<file path="src/design/bahs_pkg.sv">
`timescale 1ns / 1ps

package bahs_pkg;

    // Window and pattern geometry
    localparam int WINDOW_LEN    = 10;
    localparam int PATTERN_BYTES = 11;
    localparam int NUM_SHIFTS    = 8;
    localparam int SHIFT_W       = 3;
    localparam int POS_W         = 16;
    localparam int DIST_W        = 7;
    localparam int THR_W         = 7;
    localparam int FILL_W        = $clog2(WINDOW_LEN + 1);
    localparam int WIN_W         = WINDOW_LEN * 8;
    localparam int PAT_W         = PATTERN_BYTES * 8;
    localparam int PAT_EXT_W     = (WINDOW_LEN + 1) * 8;
    localparam int SUM_W         = $clog2(WIN_W + 1);
    localparam int HALF_LEN      = WINDOW_LEN / 2;

    localparam logic [DIST_W-1:0] DIST_MAX        = {DIST_W{1'b1}};
    localparam logic [POS_W-1:0]  POS_MAX         = {POS_W{1'b1}};
    localparam logic [THR_W-1:0]  THRESHOLD_RESET = 7'd20;

    // Register port
    localparam int UPPER_W  = 64;
    localparam int LOWER_W  = 24;
    localparam int PADDR_W  = 5;
    localparam int PDATA_W  = 64;
    localparam int RIDX_LSB = 3;

    typedef enum logic [1:0] {
        REG_PATTERN_UPPER   = 2'd0,
        REG_PATTERN_LOWER   = 2'd1,
        REG_MATCH_THRESHOLD = 2'd2
    } reg_idx_t;

    typedef struct packed {
        logic [UPPER_W-1:0] pattern_upper;
        logic [LOWER_W-1:0] pattern_lower;
        logic [THR_W-1:0]   threshold;
    } cfg_t;

    // Per-window correlation outcome
    typedef struct packed {
        logic [NUM_SHIFTS-1:0]              mask;
        logic [NUM_SHIFTS-1:0][DIST_W-1:0]  distance;
        logic [POS_W-1:0]                   pos;
    } match_t;

    function automatic logic [3:0] popcount8(input logic [7:0] v);
        logic [3:0] n;
        n = '0;
        for (int b = 0; b < 8; b++) begin
            n = n + {3'b000, v[b]};
        end
        return n;
    endfunction

endpackage

</file>
<file path="src/design/bahs_regs.sv">
`timescale 1ns / 1ps

module bahs_regs (
    input  logic                             aclk,
    input  logic                             aresetn,
    input  logic                             psel,
    input  logic                             penable,
    input  logic                             pwrite,
    input  logic [bahs_pkg::PADDR_W-1:0]     paddr,
    input  logic [bahs_pkg::PDATA_W-1:0]     pwdata,
    output logic [bahs_pkg::PDATA_W-1:0]     prdata,
    output logic                             pready,
    output bahs_pkg::cfg_t                   cfg
);

    logic [bahs_pkg::UPPER_W-1:0] upper_reg;
    logic [bahs_pkg::LOWER_W-1:0] lower_reg;
    logic [bahs_pkg::THR_W-1:0]   thr_reg;
    bahs_pkg::reg_idx_t           idx;
    logic                         wr_en;

    assign pready = 1'b1;
    assign idx    = bahs_pkg::reg_idx_t'(paddr[bahs_pkg::PADDR_W-1:bahs_pkg::RIDX_LSB]);
    assign wr_en  = psel && penable && pwrite;

    // Register writes; unknown addresses are dropped
    always_ff @(posedge aclk) begin
        if (!aresetn) begin
            upper_reg <= '0;
            lower_reg <= '0;
            thr_reg   <= bahs_pkg::THRESHOLD_RESET;
        end else if (wr_en) begin
            unique case (idx)
                bahs_pkg::REG_PATTERN_UPPER: begin
                    upper_reg <= pwdata[bahs_pkg::UPPER_W-1:0];
                end
                bahs_pkg::REG_PATTERN_LOWER: begin
                    lower_reg <= pwdata[bahs_pkg::LOWER_W-1:0];
                end
                bahs_pkg::REG_MATCH_THRESHOLD: begin
                    thr_reg <= pwdata[bahs_pkg::THR_W-1:0];
                end
                default: begin
                end
            endcase
        end
    end

    // Read-back
    always_comb begin
        unique case (idx)
            bahs_pkg::REG_PATTERN_UPPER:
                prdata = bahs_pkg::PDATA_W'(upper_reg);
            bahs_pkg::REG_PATTERN_LOWER:
                prdata = bahs_pkg::PDATA_W'(lower_reg);
            bahs_pkg::REG_MATCH_THRESHOLD:
                prdata = bahs_pkg::PDATA_W'(thr_reg);
            default:
                prdata = '0;
        endcase
    end

    assign cfg.pattern_upper = upper_reg;
    assign cfg.pattern_lower = lower_reg;
    assign cfg.threshold     = thr_reg;

endmodule

</file>
<file path="src/design/bahs_window.sv">
`timescale 1ns / 1ps

module bahs_window (
    input  logic                           aclk,
    input  logic                           aresetn,
    input  logic                           s_valid,
    output logic                           s_ready,
    input  logic [7:0]                     s_stream_byte,
    input  logic                           s_restart,
    input  logic                           advance,
    output logic [bahs_pkg::WIN_W-1:0]     window,
    output logic [bahs_pkg::POS_W-1:0]     position,
    output logic                           win_valid
);

    logic [bahs_pkg::WIN_W-1:0]  win_reg;
    logic [bahs_pkg::FILL_W-1:0] fill_reg, fill_next, fill_base;
    logic [bahs_pkg::POS_W-1:0]  pos_reg, pos_next, pos_base;
    logic                        valid_reg, valid_next;
    logic                        accept, full_now;

    assign s_ready = !valid_reg || advance;
    assign accept  = s_valid && s_ready;

    // Fill and position bookkeeping for the incoming beat
    always_comb begin
        fill_base = s_restart ? '0 : fill_reg;
        pos_base  = s_restart ? '0 : pos_reg;
        fill_next = fill_base;
        pos_next  = pos_base;
        full_now  = 1'b0;
        if (fill_base >= bahs_pkg::FILL_W'(bahs_pkg::WINDOW_LEN)) begin
            full_now = 1'b1;
            if (pos_base != bahs_pkg::POS_MAX) begin
                pos_next = pos_base + 1'b1;
            end
        end else begin
            fill_next = fill_base + 1'b1;
            if (fill_next == bahs_pkg::FILL_W'(bahs_pkg::WINDOW_LEN)) begin
                full_now = 1'b1;
                pos_next = '0;
            end
        end
    end

    // Window holds a full item only until the correlator hands it on
    always_comb begin
        valid_next = valid_reg;
        if (accept) begin
            valid_next = full_now;
        end else if (advance) begin
            valid_next = 1'b0;
        end
    end

    always_ff @(posedge aclk) begin
        if (!aresetn) begin
            fill_reg  <= '0;
            pos_reg   <= '0;
            valid_reg <= 1'b0;
        end else begin
            valid_reg <= valid_next;
            if (accept) begin
                fill_reg <= fill_next;
                pos_reg  <= pos_next;
            end
        end
    end

    // Byte shift line, oldest byte at the top
    always_ff @(posedge aclk) begin
        if (accept) begin
            win_reg <= {win_reg[bahs_pkg::WIN_W-9:0], s_stream_byte};
        end
    end

    assign window    = win_reg;
    assign position  = pos_reg;
    assign win_valid = valid_reg;

endmodule

</file>
<file path="src/design/bahs_corr.sv">
`timescale 1ns / 1ps

module bahs_corr (
    input  logic [bahs_pkg::WIN_W-1:0] window,
    input  logic [bahs_pkg::POS_W-1:0] position,
    input  bahs_pkg::cfg_t             cfg,
    output bahs_pkg::match_t           match
);

    logic [bahs_pkg::PAT_W-1:0]     pat;
    logic [bahs_pkg::PAT_EXT_W-1:0] pat_ext;

    assign pat = {cfg.pattern_upper, cfg.pattern_lower};

    // Pattern bytes past the configured eleven read as zero
    generate
        if (bahs_pkg::PAT_EXT_W >= bahs_pkg::PAT_W) begin : g_pad
            assign pat_ext = bahs_pkg::PAT_EXT_W'(
                {pat, {(bahs_pkg::PAT_EXT_W - bahs_pkg::PAT_W + 1){1'b0}}} >> 1);
        end else begin : g_cut
            assign pat_ext = pat[bahs_pkg::PAT_W-1 -: bahs_pkg::PAT_EXT_W];
        end
    endgenerate

    // One distance lane per bit alignment
    genvar s;
    generate
        for (s = 0; s < bahs_pkg::NUM_SHIFTS; s++) begin : g_shift
            logic [bahs_pkg::WIN_W-1:0]  diff;
            logic [4:0]                  pair [bahs_pkg::HALF_LEN];
            logic [bahs_pkg::SUM_W-1:0]  sum;
            logic [bahs_pkg::DIST_W-1:0] dist_val;

            assign diff = pat_ext[bahs_pkg::PAT_EXT_W-1-s -: bahs_pkg::WIN_W] ^ window;

            // Byte pairs first, then the pair totals
            always_comb begin
                for (int i = 0; i < bahs_pkg::HALF_LEN; i++) begin
                    pair[i] = {1'b0, bahs_pkg::popcount8(
                                  diff[bahs_pkg::WIN_W-1-16*i -: 8])}
                            + {1'b0, bahs_pkg::popcount8(
                                  diff[bahs_pkg::WIN_W-9-16*i -: 8])};
                end
                sum = '0;
                for (int i = 0; i < bahs_pkg::HALF_LEN; i++) begin
                    sum = sum + bahs_pkg::SUM_W'(pair[i]);
                end
                if (bahs_pkg::WINDOW_LEN % 2 == 1) begin
                    sum = sum + bahs_pkg::SUM_W'(bahs_pkg::popcount8(diff[7:0]));
                end
            end

            // Distance clips at the field's top value
            always_comb begin
                if (sum > bahs_pkg::SUM_W'(bahs_pkg::DIST_MAX)) begin
                    dist_val = bahs_pkg::DIST_MAX;
                end else begin
                    dist_val = bahs_pkg::DIST_W'(sum);
                end
            end

            assign match.distance[s] = dist_val;
            assign match.mask[s]     = (dist_val < cfg.threshold);
        end
    endgenerate

    assign match.pos = position;

endmodule

</file>
<file path="src/design/bahs_out.sv">
`timescale 1ns / 1ps

module bahs_out (
    input  logic                              aclk,
    input  logic                              aresetn,
    input  bahs_pkg::match_t                  match,
    input  logic                              in_valid,
    output logic                              can_take,
    output logic                              m_valid,
    input  logic                              m_ready,
    output logic [bahs_pkg::POS_W-1:0]        m_window_start,
    output logic [bahs_pkg::SHIFT_W-1:0]      m_bit_shift,
    output logic [bahs_pkg::DIST_W-1:0]       m_distance,
    output logic                              m_last
);

    logic [bahs_pkg::NUM_SHIFTS-1:0]              mask_reg, mask_next, mask_rest;
    logic [bahs_pkg::NUM_SHIFTS-1:0][bahs_pkg::DIST_W-1:0] dist_reg;
    logic [bahs_pkg::POS_W-1:0]                   pos_reg;
    logic [bahs_pkg::SHIFT_W-1:0]                 sel;
    logic                                         take, load;

    // Lowest pending alignment goes out first
    always_comb begin
        sel = '0;
        for (int i = bahs_pkg::NUM_SHIFTS - 1; i >= 0; i--) begin
            if (mask_reg[i]) begin
                sel = bahs_pkg::SHIFT_W'(i);
            end
        end
    end

    assign mask_rest = mask_reg & (mask_reg - bahs_pkg::NUM_SHIFTS'(1));
    assign m_valid   = |mask_reg;
    assign m_last    = (mask_rest == '0);
    assign take      = m_valid && m_ready;
    assign can_take  = !m_valid || (take && m_last);
    assign load      = in_valid && can_take;

    always_comb begin
        mask_next = mask_reg;
        if (load) begin
            mask_next = match.mask;
        end else if (take) begin
            mask_next = mask_rest;
        end
    end

    always_ff @(posedge aclk) begin
        if (!aresetn) begin
            mask_reg <= '0;
        end else begin
            mask_reg <= mask_next;
        end
    end

    // Distances and position held for the whole burst
    always_ff @(posedge aclk) begin
        if (load) begin
            dist_reg <= match.distance;
            pos_reg  <= match.pos;
        end
    end

    assign m_window_start = pos_reg;
    assign m_bit_shift    = sel;
    assign m_distance     = dist_reg[sel];

endmodule

</file>
<file path="src/design/bit_aligned_pattern_hamming_search.sv">
`timescale 1ns / 1ps

// Sliding-window bit-aligned Hamming search. Keystream bytes stream in one
// per beat; once the last ten bytes are in, the window is compared against
// the configured difference pattern at all eight bit alignments and every
// alignment whose bit distance is below match_threshold is reported, lowest
// alignment first, with m_last on the final result of that byte. A byte is
// taken every cycle unless a matching window waits for the result register;
// the byte loads the window register, the correlation works combinationally
// on that register, and the result register loads its matches once free.
// A byte's results hold the result register until the last one leaves, one
// result leaving per cycle while m_ready is high; a following byte whose
// window also matches waits for it, holding the input. Windows with no match
// never wait. Registers sit on an APB port at byte addresses 0x00, 0x08 and
// 0x10; write only when idle.
module bit_aligned_pattern_hamming_search (
    input  logic                              aclk,
    input  logic                              aresetn,
    // keystream input
    input  logic                              s_valid,
    output logic                              s_ready,
    input  logic [7:0]                        s_stream_byte,
    input  logic                              s_restart,
    // results
    output logic                              m_valid,
    input  logic                              m_ready,
    output logic [bahs_pkg::POS_W-1:0]        m_window_start,
    output logic [bahs_pkg::SHIFT_W-1:0]      m_bit_shift,
    output logic [bahs_pkg::DIST_W-1:0]       m_distance,
    output logic                              m_last,
    // register port
    input  logic                              psel,
    input  logic                              penable,
    input  logic                              pwrite,
    input  logic [bahs_pkg::PADDR_W-1:0]      paddr,
    input  logic [bahs_pkg::PDATA_W-1:0]      pwdata,
    output logic [bahs_pkg::PDATA_W-1:0]      prdata,
    output logic                              pready
);

    bahs_pkg::cfg_t              cfg;
    bahs_pkg::match_t            match;
    logic [bahs_pkg::WIN_W-1:0]  window;
    logic [bahs_pkg::POS_W-1:0]  position;
    logic                        win_valid, advance, out_can_take, has_match;

    bahs_regs u_regs (
        .aclk    (aclk),
        .aresetn (aresetn),
        .psel    (psel),
        .penable (penable),
        .pwrite  (pwrite),
        .paddr   (paddr),
        .pwdata  (pwdata),
        .prdata  (prdata),
        .pready  (pready),
        .cfg     (cfg)
    );

    bahs_window u_window (
        .aclk          (aclk),
        .aresetn       (aresetn),
        .s_valid       (s_valid),
        .s_ready       (s_ready),
        .s_stream_byte (s_stream_byte),
        .s_restart     (s_restart),
        .advance       (advance),
        .window        (window),
        .position      (position),
        .win_valid     (win_valid)
    );

    bahs_corr u_corr (
        .window   (window),
        .position (position),
        .cfg      (cfg),
        .match    (match)
    );

    // A window with no match retires at once; otherwise it waits for the
    // result register to free up
    assign has_match = |match.mask;
    assign advance   = win_valid && (!has_match || out_can_take);

    bahs_out u_out (
        .aclk           (aclk),
        .aresetn        (aresetn),
        .match          (match),
        .in_valid       (win_valid && has_match),
        .can_take       (out_can_take),
        .m_valid        (m_valid),
        .m_ready        (m_ready),
        .m_window_start (m_window_start),
        .m_bit_shift    (m_bit_shift),
        .m_distance     (m_distance),
        .m_last         (m_last)
    );

endmodule
</file>
<file path="config.mk">
export PLATFORM = sky130hd
export DESIGN_NAME = bit_aligned_pattern_hamming_search
export DESIGN_NICKNAME = d
export VERILOG_FILES = /design/src/design/bahs_pkg.sv /design/src/design/bahs_regs.sv /design/src/design/bahs_window.sv /design/src/design/bahs_corr.sv /design/src/design/bahs_out.sv /design/src/design/bit_aligned_pattern_hamming_search.sv
export SDC_FILE = /design/constraint.sdc
export NUM_CORES = 2
export LEC_CHECK = 0
export BUFFER_PORTS_ARGS = -buffer_cell sky130_fd_sc_hd__buf_4
export CORE_MARGIN = 10
export CORE_UTILIZATION = 50
export DETAILED_ROUTE_END_ITERATION = 6
export GPL_TIMING_DRIVEN = 0
export PLACE_DENSITY = 0.77
export REMOVE_ABC_BUFFERS = 1
export SLEW_MARGIN = 0
export SYNTH_ARGS = -nofsm -noshare
export SYNTH_HDL_FRONTEND = slang
export SYNTH_SLANG_ARGS = --single-unit
</file>
<file path="constraint.sdc">
create_clock -name aclk -period 13.26 [get_ports aclk]
set_input_delay 1.989 -clock aclk [delete_from_list [all_inputs] [get_ports aclk]]
set_output_delay 1.989 -clock aclk [all_outputs]
set_load 0.03 [all_outputs]
</file>
==> metrics.md <==
| Metric | Value |
|---|---|
| Max incr delay on CP | `approximately 0.76 ns` |
| Ys flop type | `edfxtp_1` |
| Inst Count DP | `about 4700` |
| Skew-Pair Late Insertion Delay | `slightly below 0.6 ns` |
| Fin Hold WS | `about 0.47 ns` |
| #FFs+latches synth | `about 280` |
| # hold bufs at CTS | `0` |
| Global-route wire length before repair | `about 160000 µm` |
| Worst slew margin | `around 29%` |
| Sequential area share after synthesis | `18.43%` |
| Final-stage net count | `roughly 4800` |
| DRC | `0` |
| IO Pins | `between 150 and 200` |
| Gr usage total | `a little under a quarter` |
| CP arrival | `about 11 ns` |
| Area leader, netlist | `fa_1` |
| Post-route minimum period | `approximately 13 ns` |
| Clock Path Buffers | `3` |
| Core area | `about 0.076 mm²` |
| Final setup viols | `0` |
| Post-synth top area share | `around 28%` |
| Startpoint types | `register` |
| Max Cap Violations | `0` |
| Complex-gate fraction of the synthesized area | `a little under 6%` |
| Synth-to-Final Area Change | `8.162%` |
| Total negative setup slack | `0 ns` |
| Total global routing overflow | `0` |
| Die Ht | `296.5 µm` |
| Clock net sink count | `approximately 280` |
| Cell variety after synth | `67` |
| Mux contribution to synthesized area | `1.869%` |
| RSZ-0062 raised after global routing | `no` |
| Port Buf Inserts | `between 150 and 200` |
| HP Class | `reg2reg` |
| DR vias/cell | `roughly 5.4` |
| Largest cells by area after synthesis | `fa_1 28%, ha_1 13%, edfxtp_1 12%` |
| ANT nets after route | `0` |
| Final Slew Violations | `0` |
| Share of cells above drive strength 1 | `8.174%` |
| Worst slew pin tran | `roughly 1.0 ns` |
| WL final | `102200 µm` |
| Async SR Flop Fraction | `0%` |
| Clk_skew | `0.04081 ns` |
| Core Rows | `101` |
| Fmax achieved | `around 80 MHz` |
| Area post-placement | `around 0.040 mm²` |
| Initial antenna violation count | `1` |
| Reg clk slew, reported paths | `0.07 ns` |
| Post-route insts no fill | `between 4000 and 5000` |
| Final period utilization | `between 90% and 100%` |
| Post-synthesis simple-gate area fraction | `~6%` |
| Clock tree root driver cell | `clkbuf_16` |
| Initial Util | `between 50% and 60%` |
| Adder-Cell Fraction of Synth Area | `41.55%` |
| Final Hold Viols | `0` |
| Die Wd | `roughly 300 µm` |
| Via count | `approximately 26000` |
| CTS Buf Count | `37` |
| Status | `finished, final reports clean` |
| RePlAce Congestion | `~0.97` |
| Main combinational cell family by area after synthesis | `adder cells` |
| Final Instance Area | `between 0.04 and 0.05 mm²` |
| Routed len/inst | `about 22 µm` |
| CTS tree | `built` |
| Synthesized cell area | `between 0.03 and 0.04 mm²` |
| DR iter-0 viols | `between 1500 and 2000` |
| CP max FO | `10` |
| ANT cells | `0` |
| Critical Path RT | `11.27 ns` |
| Slowest cell on the critical path | `dfxtp_1` |
| Syn Area/Cell | `between 10 and 15 µm²` |
| Post-Synth XOR/XNOR Area | `17.66%` |
| Number of synthesized flops with an enable pin | `roughly 150` |
| Yosys warns | `0` |
| DP HPWL | `~83000 µm` |
| Mapped Cells | `~3800` |
| CP most frequent cell | `fa_1` |
| Pre-Repair DR Iteration Count | `5` |
| Kind of critical path | `reg2out` |
| Vias in the first global route | `about 27000` |
| H-Tree Depth | `2` |
| Largest net degree at the start of global routing | `73` |
| Endpoint class of the critical path | `output port` |
| Max reg flops | `80` |
| Die ar. | `between 0.08 and 0.09 mm²` |
[cells in the mapped netlist (3+ instances only)]
cell type	count
inv_1	616
fa_1	536
xor2_1	459
ha_1	412
xnor2_1	312
nand2_1	228
clkbuf_1	206
a21oi_1	197
edfxtp_1	152
dfxtp_1	124
nor2b_1	80
nor2_1	53
a21o_1	44
and2_1	43
mux2i_1	32
o21ai_0	31
nand3_1	29
o21a_1	27
buf_1	24
mux4_2	14
o21bai_1	11
a311oi_1	9
a211o_1	8
nand2b_1	8
nor3_1	8
o22ai_1	8
buf_2	7
mux2_2	7
nand4_1	5
o211ai_1	5
a31oi_1	4
nor4_1	4
a211oi_1	3
a22oi_1	3
a41o_1	3
nor3b_1	3
or3_1	3
[placed cells by master, fill, tap and decap left out, types with 8 or more instances in the layout]
master / synthesis / layout
inv_1: 616 / 615
fa_1: 536 / 536
xor2_1: 459 / 457
ha_1: 412 / 412
xnor2_1: 312 / 312
nand2_1: 228 / 228
a21oi_1: 197 / 197
buf_4: 2 / 179
edfxtp_1: 152 / 152
dfxtp_1: 124 / 113
nor2b_1: 80 / 80
nor2_1: 53 / 52
a21o_1: 44 / 44
and2_1: 43 / 42
clkbuf_16: 0 / 39
mux2i_1: 32 / 32
o21ai_0: 31 / 31
nand3_1: 29 / 29
o21a_1: 27 / 27
mux4_2: 14 / 14
dfxtp_2: 0 / 11
o21bai_1: 11 / 10
a311oi_1: 9 / 9
nand2b_1: 8 / 8
a211o_1: 8 / 8
o22ai_1: 8 / 8
[metrics by stage]
stage / utilization, % / setup WS (ns)
CTS: 54.44 / 0.3063
floorplan: - / 1.827
global route: 54.54 / 0.004502
finish: 54.54 / 0.4216
global placement: 52.49 / -0.2251
detailed placement: 52.81 / 0.9217
[path summary, 6_finish.rpt]
path	cells after the start	start	to	slack (ns)
setup reg to reg	34	u_regs.upper_reg[28]	u_window.window[5]	1.88
hold reg to reg	2	u_regs.lower_reg[0]	u_regs.lower_reg[0]	0.47
setup / recovery	33	u_regs.upper_reg[28]	s_ready	0.42
hold / removal	2	u_regs.lower_reg[0]	u_regs.lower_reg[0]	0.47
[cell families (layout without fill, tap and decap cells)]
logic type	after synthesis	count (layout)
fa+ha+maj	948	948
buf+inv	860	876
xor+xnor	771	771
simple gates	477	477
compound gates	366	366
flops	276	276
mux	53	53
other cells	1	1
[critical path: cells and delay by family, from the launching register on]
kind / cells / cell delay (ns)
xor gates and xnor gates: 2 / 0.52
and+or+nand+nor: 3 / 0.65
buffers and inverters: 7 / 0.53
adders and majority gates: 15 / 6.91
DFF: 1 / 0.76
AOI/OAI and AO/OA: 6 / 0.88
[repair_timing]
| item | in CTS | in global routing |
|---|---|---|
| setup buffers | 0 | 5 |
| gates resized for setup | 0 | 13 |
| setup endpoints to repair | 0 | 1 |
[cell type report]
| cell class | instances | area, µm² |
|---|---|---|
| Sequential cell | 276 | 7061 |
| Multi-Input combinational cell | 2616 | 27950 |
| Inverter | 617 | 2318 |
| Clock buffer | 45 | 1018 |
| Clock inverter | 22 | 221.5 |
| Tap cell | 978 | 1224 |
| Fill cell | 6480 | 34470 |
| Timing Repair Buffer | 192 | 1559 |
[metal layers]
metal / global-route usage (%) / vias up / share of wire, %
met5: 0 / - / 0.013
met4: 8.291 / 2 / 3.8
met3: 4.611 / 198 / 8.1
met2: 38.98 / 910 / 47
met1: 30.80 / 12834 / 41
li1: - / 11625 / -
Power is not shown: default switching activity piles up to over one toggle a cycle in this logic, so the estimate is an artifact.
